--- src/rtl/sst_pkg.sv ---
`default_nettype none

package sst_pkg;

	typedef enum logic [1:0] {
		OP_ADD     = 2'd0,
		OP_TICK    = 2'd1,
		OP_SERVICE = 2'd2,
		OP_SET_EN  = 2'd3
	} opcode_t;

	typedef enum logic [1:0] {
		EV_ADDED = 2'd0,
		EV_FIRED = 2'd1,
		EV_FULL  = 2'd2
	} event_kind_t;

	typedef enum logic [2:0] {
		S_IDLE = 3'b001,
		S_RUN  = 3'b010,
		S_DONE = 3'b100
	} state_t;

	// one timer slot as it travels around the ring
	typedef struct packed {
		logic        valid;
		logic        enabled;
		logic        action;
		logic [31:0] remaining;
		logic [31:0] period;
	} slot_t;

	// what the head did to the slot passing through it
	typedef struct packed {
		logic claim;
		logic fire;
	} head_flags_t;

	localparam logic [4:0] MAX_REPORTS = 5'd16;

endpackage

`default_nettype wire

--- src/rtl/software_timer_table.sv ---
// Timer slot table. The slots live in a ring of SLOTS cells that rotates
// one position per cycle while a request runs, holding while a fired
// slot's result waits on a stalled output; the cell at the head of the
// ring applies the request to the slot passing through it, so every request
// makes one full turn of the ring. A request passes through acceptance,
// SLOTS head steps, one closing step and any result stall before the
// next can be taken. Add answers with one result after the turn; service
// reports fired slots in index order, at most sixteen per request, with
// last_event on the final one; tick and set enable give no result.
// event_slot carries the low four bits of the slot index.
`default_nettype none

module software_timer_table
	import sst_pkg::*;
#(
	parameter int SLOTS = 16
) (
	input  wire logic        clk,
	input  wire logic        arst_n,
	input  wire logic        in_valid,
	output logic             in_stall,
	input  wire logic [1:0]  opcode,
	input  wire logic [31:0] initial_delay,
	input  wire logic [31:0] reload_period,
	input  wire logic        has_action,
	input  wire logic [3:0]  target_slot,
	input  wire logic        enable_value,
	output logic             out_valid,
	input  wire logic        out_stall,
	output logic [1:0]       event_kind,
	output logic [3:0]       event_slot,
	output logic             last_event
);

	localparam int IW = (SLOTS > 1) ? $clog2(SLOTS) : 1;

	state_t      state_q;
	logic [IW-1:0] step_q;
	opcode_t     op_q;
	logic [31:0] delay_q;
	logic [31:0] period_q;
	logic        act_q;
	logic [3:0]  target_q;
	logic        en_q;

	logic          found_q;
	logic [IW-1:0] found_idx_q;
	logic          pend_q;
	logic [IW-1:0] pend_idx_q;
	logic [4:0]    rep_q;

	logic        out_valid_q;
	logic [1:0]  kind_q;
	logic [3:0]  slot_q;
	logic        last_q;

	slot_t       ring [SLOTS];
	slot_t       head_nxt;
	head_flags_t flags;

	logic accept, out_free, report, emit_req, advance, shift;
	logic out_load;
	logic [1:0] kind_d;
	logic [3:0] slot_d;
	logic       last_d;

	assign accept   = in_valid && (state_q == S_IDLE);
	assign in_stall = (state_q != S_IDLE);
	assign out_free = !out_valid_q || !out_stall;

	sst_head u_head (
		.op            (op_q),
		.cur           (ring[0]),
		.claim_ok      (!found_q),
		.is_target     (7'(step_q) == 7'(target_q)),
		.initial_delay (delay_q),
		.reload_period (period_q),
		.has_action    (act_q),
		.enable_value  (en_q),
		.nxt           (head_nxt),
		.flags         (flags)
	);

	// a fired slot beyond the report limit is serviced but not reported
	assign report   = flags.fire && (rep_q < MAX_REPORTS);
	assign emit_req = report && pend_q;
	assign advance  = (state_q == S_RUN) && (!emit_req || out_free);
	assign shift    = advance;

	for (genvar k = 0; k < SLOTS; k++) begin : g_cell
		slot_t d;
		if (k == SLOTS - 1) begin : g_tail
			assign d = head_nxt;
		end else begin : g_mid
			assign d = ring[k+1];
		end
		sst_cell u_cell (
			.clk    (clk),
			.arst_n (arst_n),
			.shift  (shift),
			.d      (d),
			.q      (ring[k])
		);
	end

	always_comb begin
		out_load = 1'b0;
		kind_d   = EV_FIRED;
		slot_d   = 4'(pend_idx_q);
		last_d   = 1'b0;
		case (state_q)
			S_RUN: begin
				if (advance && emit_req)
					out_load = 1'b1;
			end
			S_DONE: begin
				if (op_q == OP_ADD) begin
					out_load = out_free;
					kind_d   = found_q ? EV_ADDED : EV_FULL;
					slot_d   = found_q ? 4'(found_idx_q) : 4'd0;
					last_d   = 1'b1;
				end else if (op_q == OP_SERVICE && pend_q) begin
					out_load = out_free;
					last_d   = 1'b1;
				end
			end
			default: begin
				out_load = 1'b0;
			end
		endcase
	end

	always_ff @(posedge clk or negedge arst_n) begin
		if (!arst_n) begin
			state_q <= S_IDLE;
			step_q  <= '0;
			found_q <= 1'b0;
			pend_q  <= 1'b0;
			rep_q   <= '0;
		end else begin
			case (state_q)
				S_IDLE: begin
					if (accept) begin
						state_q <= S_RUN;
						step_q  <= '0;
						found_q <= 1'b0;
						pend_q  <= 1'b0;
						rep_q   <= '0;
					end
				end
				S_RUN: begin
					if (advance) begin
						if (flags.claim)
							found_q <= 1'b1;
						if (report) begin
							pend_q <= 1'b1;
							rep_q  <= rep_q + 5'd1;
						end
						if (step_q == IW'(SLOTS - 1))
							state_q <= S_DONE;
						else
							step_q <= step_q + 1'b1;
					end
				end
				S_DONE: begin
					if (out_load || !((op_q == OP_ADD) || (op_q == OP_SERVICE && pend_q)))
						state_q <= S_IDLE;
				end
				default: begin
					state_q <= S_IDLE;
				end
			endcase
		end
	end

	always_ff @(posedge clk) begin
		if (accept) begin
			op_q     <= opcode_t'(opcode);
			delay_q  <= initial_delay;
			period_q <= reload_period;
			act_q    <= has_action;
			target_q <= target_slot;
			en_q     <= enable_value;
		end
		if (advance && flags.claim)
			found_idx_q <= step_q;
		if (advance && report)
			pend_idx_q <= step_q;
	end

	always_ff @(posedge clk or negedge arst_n) begin
		if (!arst_n)
			out_valid_q <= 1'b0;
		else if (out_load)
			out_valid_q <= 1'b1;
		else if (!out_stall)
			out_valid_q <= 1'b0;
	end

	always_ff @(posedge clk) begin
		if (out_load) begin
			kind_q <= kind_d;
			slot_q <= slot_d;
			last_q <= last_d;
		end
	end

	assign out_valid  = out_valid_q;
	assign event_kind = kind_q;
	assign event_slot = slot_q;
	assign last_event = last_q;

endmodule

`default_nettype wire

--- src/rtl/sst_cell.sv ---
`default_nettype none

module sst_cell
	import sst_pkg::*;
(
	input  wire logic  clk,
	input  wire logic  arst_n,
	input  wire logic  shift,
	input  wire slot_t d,
	output slot_t      q
);

	logic        valid_q;
	logic        enabled_q;
	logic        action_q;
	logic [31:0] remaining_q;
	logic [31:0] period_q;

	always_ff @(posedge clk or negedge arst_n) begin
		if (!arst_n) begin
			valid_q   <= 1'b0;
			enabled_q <= 1'b0;
			action_q  <= 1'b0;
		end else if (shift) begin
			valid_q   <= d.valid;
			enabled_q <= d.enabled;
			action_q  <= d.action;
		end
	end

	always_ff @(posedge clk) begin
		if (shift) begin
			remaining_q <= d.remaining;
			period_q    <= d.period;
		end
	end

	assign q = '{valid: valid_q, enabled: enabled_q, action: action_q,
		remaining: remaining_q, period: period_q};

endmodule

`default_nettype wire

--- src/rtl/sst_head.sv ---
`default_nettype none

module sst_head
	import sst_pkg::*;
(
	input  wire opcode_t     op,
	input  wire slot_t       cur,
	input  wire logic        claim_ok,
	input  wire logic        is_target,
	input  wire logic [31:0] initial_delay,
	input  wire logic [31:0] reload_period,
	input  wire logic        has_action,
	input  wire logic        enable_value,
	output slot_t            nxt,
	output head_flags_t      flags
);

	always_comb begin
		nxt   = cur;
		flags = '0;
		case (op)
			OP_ADD: begin
				if (claim_ok && !cur.valid) begin
					nxt.valid     = 1'b1;
					nxt.enabled   = 1'b0;
					nxt.action    = has_action;
					nxt.remaining = initial_delay;
					nxt.period    = reload_period;
					flags.claim   = 1'b1;
				end
			end
			OP_TICK: begin
				if (cur.valid && cur.enabled && cur.remaining != 32'd0)
					nxt.remaining = cur.remaining - 32'd1;
			end
			OP_SERVICE: begin
				if (cur.valid && cur.action && cur.remaining == 32'd0) begin
					flags.fire = 1'b1;
					if (cur.period != 32'd0) begin
						nxt.remaining = cur.period;
					end else begin
						// one-shot: free the slot
						nxt.valid   = 1'b0;
						nxt.enabled = 1'b0;
						nxt.action  = 1'b0;
					end
				end
			end
			OP_SET_EN: begin
				if (is_target && cur.valid)
					nxt.enabled = enable_value;
			end
			default: begin
				nxt = cur;
			end
		endcase
	end

endmodule

`default_nettype wire

--- config.mk ---
export PLATFORM = sky130hd
export DESIGN_NAME = software_timer_table
export DESIGN_NICKNAME = d
export VERILOG_FILES = /design/src/rtl/sst_pkg.sv /design/src/rtl/software_timer_table.sv /design/src/rtl/sst_cell.sv /design/src/rtl/sst_head.sv
export SDC_FILE = /design/constraint.sdc
export NUM_CORES = 1
export LEC_CHECK = 0
export BUFFER_PORTS_ARGS = -buffer_cell sky130_fd_sc_hd__buf_4
export CAP_MARGIN = 20
export CELL_PAD_IN_SITES_DETAIL_PLACEMENT = 1
export CELL_PAD_IN_SITES_GLOBAL_PLACEMENT = 1
export CORE_MARGIN = 2
export CORE_UTILIZATION = 55
export CTS_CLUSTER_SIZE = 30
export DETAILED_ROUTE_END_ITERATION = 8
export GPL_ROUTABILITY_DRIVEN = 1
export PLACE_DENSITY = 0.8
export SYNTH_ARGS = -nofsm -noshare
export SYNTH_HDL_FRONTEND = slang
export SYNTH_HIERARCHICAL = 1
export SYNTH_SLANG_ARGS = --single-unit
--- constraint.sdc ---
create_clock -name clk -period 42.6 [get_ports clk]
set_clock_uncertainty 0.2 [all_clocks]
set_input_delay 4.26 -clock clk [delete_from_list [all_inputs] [get_ports clk]]
set_output_delay 4.26 -clock clk [all_outputs]
set_load 0.005 [all_outputs]
==> results of run 1 <==
==> power by group through the flow <==
stage	combinational, mW	sequential (mW)	clock, mW
floorplan	0.203	2.02	0
global placement	0.241	1.73	0
detailed placement	0.258	1.75	0
CTS	0.261	1.75	1.01
global route	0.288	1.77	1.04
finish	0.264	1.74	0.987
==> logic make-up after synthesis <==
logic type / after synthesis
AO/OA/AOI/OAI: 172
XOR/XNOR: 10
adder cells (fa/ha/maj): 3
buffers and inverters: 100
flip-flops: 1174
multiplexers: 87
AND/OR/NAND/NOR: 210
==> worst max-delay path, delay by kind of cell <==
kind                   cells  cell delay [ps]
buffers and inverters      4             2810
AND/OR/NAND/NOR            1              240
AO/OA/AOI/OAI              1              800
==> synthesized netlist by cell type, drive strengths merged, types with 12 or more instances <==
| cell | count |
|---|---|
| o21ai | 40 |
| buf | 58 |
| edfxtp | 1111 |
| dfrtp | 62 |
| nand2 | 51 |
| nand3 | 31 |
| a31oi | 20 |
| nor2 | 36 |
| a2bb2oi | 12 |
| clkbuf | 20 |
| mux2 | 80 |
| inv | 22 |
| nor3 | 18 |
| a21oi | 25 |
| nor4 | 18 |
| a221o | 12 |
==> state kept, by name, indices dropped and copies added, names as in the netlist, 5 cells and up <==
name                       flops
g_cell.u_cell/period_q       512
g_cell.u_cell/action_q        16
delay_q                       32
period_q                      32
g_cell.u_cell/valid_q         16
rep_q                          5
g_cell.u_cell/remaining_q    512
g_cell.u_cell/enabled_q       16
==> layer usage <==
layer	up-vias	part of all wire, %	global-route usage (%)
met5	-	0	0
met4	0	3.8	8.21
met3	193	5.8	3.50
met2	698	50	34.2
met1	8591	41	28.3
li1	7267	-	-
==> layout make-up <==
class / count / area (sq um)
repair buffers: 105 / 840
clock buffers: 128 / 2790
fillers: 5771 / 26000
inverters: 22 / 83.8
flip-flops and latches: 1174 / 34900
multi-input cells: 482 / 3490
clock inverters: 73 / 871
well taps: 940 / 1180
diodes: 1 / 2.50
==> worst paths after layout <==
check / start / end / slack, ps / cells past startpoint
setup reg to reg: op_q[1] / g_cell[4].u_cell/period_q[21] / 35990 / 10
hold / removal: g_cell[9].u_cell/period_q[8] / g_cell[8].u_cell/period_q[8] / 210 / 0
setup / recovery: out_stall / g_cell[4].u_cell/period_q[21] / 34260 / 6
hold reg to reg: g_cell[9].u_cell/period_q[8] / g_cell[8].u_cell/period_q[8] / 210 / 0
max in group asynchronous: arst_n / g_cell[11].u_cell/valid_q / 38170 / 1
min in group asynchronous: arst_n / out_valid / 3460 / 1
==> per-stage QoR <==
step                      worst slack (ps)  util [%]  total power [mW]  hold WS (ps)  instances
after CTS                            34410      62.9              3.02           200       2921
after global placement               33920      57.7              1.97           200       2719
after global routing                 33930      63.0              3.10           212       2924
after detailed placement             33720      57.7              2.01           205       2720
after floorplan                       6060         -              2.22           200       1756
final                                34260      63.0              2.99           210       2925
==> flow_metrics.py, run 1 <==
metrics = {
    "critical_path": {
        "crit_top_cell": "buf_4",
        "path_class": "in2reg",
        "slowest_delay_ps": 940,
        "path_max_fanout": 204,
        "critical-path-slowest-cell": "buf_4",
        "cp-end-kind": "flip-flop",
        "worstPathArrival_ps": 8410,
        "crit_required_ps": 42680,
        "crit_path_cell_trace": "buf_4, and3_1, a21oi_4, buf_12, buf_4, buf_4",
        "start_kind": "primary input",
    },
    "run": {
        "cap_violations": 0,
    },
    "power": {
        "ir_drop_mv": 0.0441,
        "power_density_nw_per_um2": 67.7,
        "sw_frac_of_total_pct": 24.1,
        "internal_power_mw": 2.27,
        "leakage_nw": 14.6,
        "combPwrFrac_pct": 8.8,
        "p_clk_share_pct": 33.0,
        "switching_power_uw": 722,
        "power_frac_seq_pct": 58.2,
    },
    "sta": {
        "min_period_ps": 8340,
        "worst_pin_slew_ps": 1120,
        "setup_tns_ps": 0,
        "rsz0062_at_grt": "no",
        "max_freq_mhz": 120,
        "finalCritPeriodShare_pct": 19.6,
        "setup_viol": 0,
        "max_slew_margin_pct": 24.7,
        "hold_violations": 0,
        "slew_viol_final": 0,
    },
    "route": {
        "via_per_inst": 5.73,
        "drc": 0,
        "ant_nets": 0,
        "vias": 16700,
        "wl_per_cell_microns": 25.3,
        "firstDrtPassIters": 5,
        "wirelength_microns": 74100,
        "drtIter0Drc": 1755,
    },
    "synth": {
        "synth-edff-count": 1111,
        "synth-seq-area-share_pct": 89.6,
        "synth_top_cell_by_area": "edfxtp_1",
        "synth.area.top_cells": "edfxtp_1 86%, dfrtp_1 4.0%, mux2_2 2.3%, buf_4 0.92%, nand2_1 0.49%",
        "synth_xor_area_share_pct": 0.225,
        "synth_top_area_share_pct": 85.6,
        "synth_fa_ha_area_share_pct": 0.0963,
        "synth_cell_types": 80,
        "synthCells": 1756,
        "syn_avg_cell_area_sq_um": 22.2,
        "ys_warn_count": 6,
        "yosys.area_share.simple_pct": 2.90,
        "async_flop_share_pct": 5.37,
        "synth_compound_area_share_pct": 3.21,
        "synth_area_sq_um": 39000,
        "synth_top_flop_cell": "edfxtp_1",
        "syn-num-nets": 1835,
        "synthMuxAreaShare_pct": 2.49,
        "ys_seq_elements": 1174,
        "synth_top_family_by_area": "compound AO/OA/AOI/OAI gates",
    },
    "clock_tree": {
        "cts_htree_levels": 3,
        "post_cts_buffers": 0,
        "max-clock-path-buffers": 3,
        "path_clk_slew_ps": 60,
        "clockRootBuffer": "clkbuf_16",
        "cts_buffers": 106,
        "clock-sinks": 1174,
        "clock_latency_ps": 670,
        "cts_tree": "yes",
        "cts_hold_buf": 0,
        "cts.repair.resized": 0,
    },
    "global_routing": {
        "grt_max_degree": 223,
        "grt_pass1_vias": 17500,
        "grt-ovfl-total": 0,
        "antenna_found_initial": 5,
        "grt_use_total_pct": 20.8,
        "grt_pass1_wl_microns": 112000,
    },
    "placement": {
        "port_buffers": 84,
        "place_area_sq_um": 40500,
        "place.gp.congestion": 0.857,
        "dp_hpwl_microns": 41600,
    },
    "floorplanning": {
        "die_x_microns": 270,
        "initial_core_util_pct": 55.6,
        "die_y_microns": 270,
        "core-area_sq_um": 70100,
        "num_io_pins": 85,
        "die-area_sq_um": 73000,
        "rows": 97,
    },
    "layout": {
        "final_nets": 1970,
        "stdcell_area_sq_um": 44200,
        "synthToLayoutAreaGrowth_pct": 13.4,
        "final_common_cell": "edfxtp_1",
        "drive_gt1_share_pct": 18.6,
        "final_cell_mix": "1,111 x edfxtp_1, 107 x clkbuf_16, 99 x buf_4",
    },
    "status": {
        "outcome": "complete, no violations",
    },
    "min_path": {
        "hold_path_class": "reg2reg",
    },
}
(Power assumes the default switching activity.)
==> inputs of run 2 (changes only) <==
==> constraint.sdc (replaced) <==
create_clock -name clk -period 8.3 [get_ports clk]
set_clock_uncertainty 0.2 [all_clocks]
set_input_delay 0.83 -clock clk [delete_from_list [all_inputs] [get_ports clk]]
set_output_delay 0.83 -clock clk [all_outputs]
set_load 0.005 [all_outputs]
==> run 2 against run 1 <==
Against the previous run: first-iteration DRC count shrank 6.4%; hold slack worse by 150 ps; wire length decreased by 1.6%; global-route usage down 0.47 points; final cell count up 0.10%; critical path depth rose by 7; critical path type is now reg2reg; largest cell class unchanged; highest routed layer unchanged.
==> flow_metrics.py, run 2 (synthesis results as in run 1) <==
metrics = {
    "status": {
        "outcome": "complete, no violations",
    },
    "clock_tree": {
        "path_clk_slew_ps": 60,
        "cts_hold_buf": 0,
        "clockRootBuffer": "clkbuf_16",
        "clock-sinks": 1174,
        "cts_buffers": 110,
        "post_cts_buffers": 0,
        "clock_latency_ps": 670,
        "cts.repair.resized": 0,
        "cts_tree": "yes",
        "max-clock-path-buffers": 3,
        "cts_htree_levels": 3,
    },
    "layout": {
        "drive_gt1_share_pct": 18.9,
        "num-fill-cells": 5758,
        "final_nets": 1976,
        "n_antenna_cell": 0,
        "final_cell_mix": "1,111 x edfxtp_1, 111 x clkbuf_16, 100 x buf_4",
        "final_common_cell": "edfxtp_1",
        "reg_top3": "g_cell.u_cell/period_q x512, g_cell.u_cell/remaining_q x512",
        "synthToLayoutAreaGrowth_pct": 13.2,
    },
    "route": {
        "drtIter0Drc": 1643,
        "firstDrtPassIters": 5,
        "vias": 16400,
        "wirelength_microns": 73000,
        "wl_per_cell_microns": 24.9,
        "drc": 0,
        "ant_nets": 0,
        "via_per_inst": 5.60,
    },
    "global_routing": {
        "antenna_found_initial": 5,
        "grt_pass1_wl_microns": 109000,
        "grt_max_degree": 245,
        "grt-ovfl-total": 0,
        "grt_use_total_pct": 20.4,
        "grt_pass1_vias": 17300,
    },
    "critical_path": {
        "path_max_fanout": 244,
        "start_kind": "flip-flop",
        "worstPathArrival_ps": 5750,
        "crit_required_ps": 8640,
        "cp-end-kind": "flip-flop",
        "path_class": "reg2reg",
    },
    "sta": {
        "setup_viol": 0,
        "min_period_ps": 5410,
        "holdWs_ps": 61.7,
        "max_slew_margin_pct": 6.81,
        "slew_viol_final": 0,
        "max_freq_mhz": 185,
        "worst_pin_slew_ps": 1400,
        "setup_tns_ps": 0,
        "hold_violations": 0,
        "rsz0062_at_grt": "no",
        "finalCritPeriodShare_pct": 65.1,
    },
    "placement": {
        "dp_hpwl_microns": 44200,
        "port_buffers": 84,
        "place.gp.congestion": 0.846,
    },
    "floorplanning": {
        "rows": 97,
        "core-area_sq_um": 70100,
        "die-area_sq_um": 73000,
        "num_io_pins": 85,
        "die_x_microns": 270,
        "initial_core_util_pct": 55.6,
        "die_y_microns": 270,
    },
    "power": {
        "power_density_nw_per_um2": 344,
        "total_power_mw": 15.2,
        "ir_drop_mv": 0.240,
        "leakage_nw": 14.6,
    },
    "run": {
        "cap_violations": 0,
    },
    "min_path": {
        "hold_path_class": "in2async",
    },
}
-- run 2: cell count changes in the layout (fill, tap and decap cells not counted), sizes merged --
cell | before | now
bufinv | 18 | 10
clkinv | 47 | 53
buf | 105 | 107
inv | 26 | 28
clkbuf | 128 | 129
clkinvlp | 4 | 5
diode | 1 | 0
-- run 2: final timing paths --
check | startpoint | to | slack (ps) | depth (start not counted)
worst max-delay path | g_cell[0].u_cell/remaining_q[1] | found_q | 2890 | 13
worst min-delay path | arst_n | g_cell[9].u_cell/valid_q | 60 | 1
worst max register to register | g_cell[0].u_cell/remaining_q[1] | found_q | 2890 | 13
worst min register to register | g_cell[9].u_cell/remaining_q[17] | g_cell[8].u_cell/remaining_q[17] | 190 | 0
max in group asynchronous | arst_n | g_cell[14].u_cell/action_q | 7280 | 1
min in group clk | reload_period[17] | period_q[17] | 130 | 1
-- run 2: worst max-delay path, cell delays in order (launching register included) --
cell and delay, ps:
edfxtp_1 470, inv_1 90, ha_1 240, or4b_4 530, or4_4 580, nor4_4 450
nand2_1 170, inv_2 260, nor2b_1 460, a21oi_4 260, buf_16 240, buf_12 280
and2_1 480, a21o_1 200
-- run 2: final cells by class --
class	count	area, sq um	share of cell area, %
Sequential cell	1174	34900	79.2
Multi-Input combinational cell	482	3500	7.92
Clock buffer	129	2880	6.51
Tap cell	940	1180	2.66
Timing Repair Buffer	107	883	2.00
Clock inverter	74	684	1.55
Inverter	22	83.8	0.190
-- run 2: where the power goes --
part	switching [mW]	internal [mW]
clock network	2.09	2.80
registers	0.576	8.36
logic	1.01	0.336
total	3.68	11.5
-- run 2: through the flow --
step                      instances  instance area [sq um]  worst slack [ps]  utilization (%)
after detailed placement       2723                  40500              2990             57.8
after floorplan                1756                  39000            -12550                -
final                          2928                  44100              2890             62.9
after CTS                      2926                  44100              2980             62.9
after global placement         2722                  40500              3260             57.8
after global routing           2928                  44100              2820             62.9
-- run 2: routing by layer --
layer | wire length, microns | part of all wire, % | GRT usage, % | vias to the layer above
li1 | - | - | - | 7278
met1 | 30200 | 41 | 27.9 | 8426
met2 | 35100 | 48 | 31.9 | 533
met3 | 4420 | 6.1 | 4.23 | 173
met4 | 3220 | 4.4 | 9.58 | 0
met5 | 0 | 0 | 0 | -
==> inputs of run 3 (changes only) <==
--- a/config.mk
+++ b/config.mk
@@ -10,11 +10,11 @@
 export CELL_PAD_IN_SITES_DETAIL_PLACEMENT = 1
 export CELL_PAD_IN_SITES_GLOBAL_PLACEMENT = 1
 export CORE_MARGIN = 2
-export CORE_UTILIZATION = 55
+export CORE_UTILIZATION = 49
 export CTS_CLUSTER_SIZE = 30
 export DETAILED_ROUTE_END_ITERATION = 8
 export GPL_ROUTABILITY_DRIVEN = 1
-export PLACE_DENSITY = 0.8
+export PLACE_DENSITY = 0.76
 export SYNTH_ARGS = -nofsm -noshare
 export SYNTH_HDL_FRONTEND = slang
 export SYNTH_HIERARCHICAL = 1
==> constraint.sdc (replaced) <==
create_clock -name clk -period 4.8 [get_ports clk]
set_clock_uncertainty 0.2 [all_clocks]
set_input_delay 0.48 -clock clk [delete_from_list [all_inputs] [get_ports clk]]
set_output_delay 0.48 -clock clk [all_outputs]
set_load 0.005 [all_outputs]
==> run 3 against run 2 <==
Against the previous run: combinational power grew 84%; wire length up 5.2%; critical path depth down 2; global-route usage fell by 1.2 points; final cell count grew 6.4%; register-to-register slack got worse by 2300 ps; clock power rose by 69%; core utilization is 5.9 points lower; critical path type unchanged.
==> flow_metrics.py, run 3 (synthesis results as in run 1) <==
metrics = {
    "status": {
        "outcome": "complete, no violations",
    },
    "floorplanning": {
        "die_x_microns": 286,
        "rows": 103,
        "die_y_microns": 286,
        "die-area_sq_um": 81800,
        "core-area_sq_um": 78900,
        "num_io_pins": 85,
        "initial_core_util_pct": 49.4,
    },
    "clock_tree": {
        "cts_tree": "yes",
        "clock-sinks": 1174,
        "post_cts_buffers": 0,
        "clock_latency_ps": 670,
        "max-clock-path-buffers": 3,
        "cts_htree_levels": 3,
        "cts.repair.resized": 0,
        "clockRootBuffer": "clkbuf_16",
        "path_clk_slew_ps": 70,
        "cts_buffers": 109,
        "cts_hold_buf": 75,
    },
    "global_routing": {
        "grt_pass1_wl_microns": 115000,
        "use_met3_pct": 4.00,
        "grt_max_degree": 195,
        "grt.met1_usage_pct": 26.0,
        "grt-ovfl-total": 0,
        "met2_usage_pct": 30.5,
        "busiest_layer": "met2",
        "antenna_found_initial": 5,
        "grt_pass1_vias": 17800,
        "grt_use_total_pct": 19.2,
    },
    "critical_path": {
        "cp_num_buf_inv": 4,
        "r2r_slack_ps": 560,
        "critical-path-slowest-cell": "or4b_4",
        "slowest_delay_ps": 530,
        "start_kind": "flip-flop",
        "worstPathArrival_ps": 4330,
        "crit_required_ps": 4890,
        "cp-end-kind": "flip-flop",
        "crit_path_cell_trace": "inv_1, ha_2, or4b_4, or4_4, nor4_4, nand2_1, inv_2, nor2b_4, a21oi_4, buf_12, buf_4",
        "worstRegToRegCells": 11,
        "path_max_fanout": 68,
        "reg2reg_from": "g_cell[0].u_cell/remaining_q[1]",
        "r2r-end": "g_cell[1].u_cell/period_q[14]",
        "path_class": "reg2reg",
        "crit_family": "simple AND/OR/NAND/NOR gates",
    },
    "layout": {
        "drive_gt1_share_pct": 18.0,
        "multiInputGateArea_sq_um": 3510,
        "final_common_cell": "edfxtp_1",
        "postLayoutCoreUtil_pct": 57.0,
        "final_cell_mix": "1,111 x edfxtp_1, 111 x clkbuf_16, 104 x buf_4",
        "stdcell_area_sq_um": 45000,
        "reg_top3": "g_cell.u_cell/period_q x512, g_cell.u_cell/remaining_q x512",
        "seq_area_sq_um": 34900,
        "final_nets": 2057,
        "synthToLayoutAreaGrowth_pct": 15.3,
        "num-fill-cells": 6727,
    },
    "route": {
        "ant_nets": 0,
        "vias": 17200,
        "drc": 0,
        "wirelength_microns": 76800,
        "drtIter0Drc": 1906,
        "firstDrtPassIters": 5,
        "via_per_inst": 5.51,
        "wl_per_cell_microns": 24.6,
    },
    "sta": {
        "slew_viol_final": 0,
        "setup_tns_ps": 0,
        "rsz0062_at_grt": "no",
        "worst_pin_slew_ps": 1130,
        "max_freq_mhz": 236,
        "min_period_ps": 4240,
        "setup_viol": 0,
        "finalCritPeriodShare_pct": 88.3,
        "max_slew_margin_pct": 24.2,
        "hold_violations": 0,
    },
    "run": {
        "cap_violations": 0,
    },
    "placement": {
        "dp_hpwl_microns": 42800,
        "port_buffers": 84,
        "place_area_sq_um": 40800,
        "place.gp.congestion": 0.856,
    },
    "min_path": {
        "min_from": "g_cell[8].u_cell/period_q[15]",
        "hold_path_class": "reg2reg",
        "holdPathEnd": "g_cell[7].u_cell/period_q[15]",
        "hold_depth": 0,
    },
    "power": {
        "power_density_nw_per_um2": 582,
        "ir_drop_mv": 0.388,
        "leakage_nw": 14.9,
    },
}
run 3: cell types whose count changed in the layout (fill, tap and decap cells not counted), moves of 2 or more:
cell           previous run  this run
clkinv_1                 23        18
bufinv_16                10         6
dlygate4sd3_1             0        75
clkinv_4                  3         1
buf_6                     0         2
clkinvlp_4                5         2
clkinv_2                 25        21
clkbuf_1                 15        29
buf_12                    5         8
inv_4                     2         0
buf_4                   100       104
run 3: per-stage QoR:
stage | instances | power, mW | setup slack (ps) | hold WS (ps)
after global placement | 2839 | 17.6 | 891 | 200
after global routing | 3115 | 27.1 | 436 | 215
after floorplan | 1756 | 15.7 | -15850 | -15.6
after CTS | 3113 | 26.3 | 727 | 213
after detailed placement | 2840 | 17.9 | 769 | 205
final | 3116 | 26.2 | 559 | 211
run 3: area by class of cell:
class	instances	share of cell area, %
diodes	1	0.00557
flip-flops and latches	1174	77.7
clock buffers	144	6.54
multi-input cells	482	7.81
repair buffers	189	3.81
clock inverters	54	0.988
inverters	22	0.186
well taps	1050	2.92
run 3: worst max path at each step:
stage / start / end / slack (ps) / cells past startpoint
6_report: g_cell[0].u_cell/remaining_q[1] / g_cell[1].u_cell/period_q[14] / 560 / 11
5_1_grt: g_cell[0].u_cell/remaining_q[1] / g_cell[6].u_cell/period_q[6] / 440 / 11
4_1_cts: g_cell[0].u_cell/remaining_q[19] / g_cell[3].u_cell/period_q[6] / 730 / 9
3_5_place_dp: g_cell[0].u_cell/remaining_q[0] / g_cell[0].u_cell/period_q[6] / 770 / 11
3_3_place_gp: g_cell[0].u_cell/remaining_q[1] / g_cell[0].u_cell/period_q[13] / 890 / 11
2_1_floorplan: g_cell[0].u_cell/remaining_q[1] / g_cell[0].u_cell/action_q / -15850 / 10
run 3: where the power goes:
group,switching [mW],leakage [nW],internal [mW]
logic,1.83,2.14,0.653
clock network,3.63,1.66,4.63
registers,1.00,11.1,14.4
run 3: layer usage:
metal  vias up  share of wire [%]
met1      8807                 40
met4         2                3.9
met3       201                7.0
met5         -              0.017
met2       738                 49
li1       7425                  -
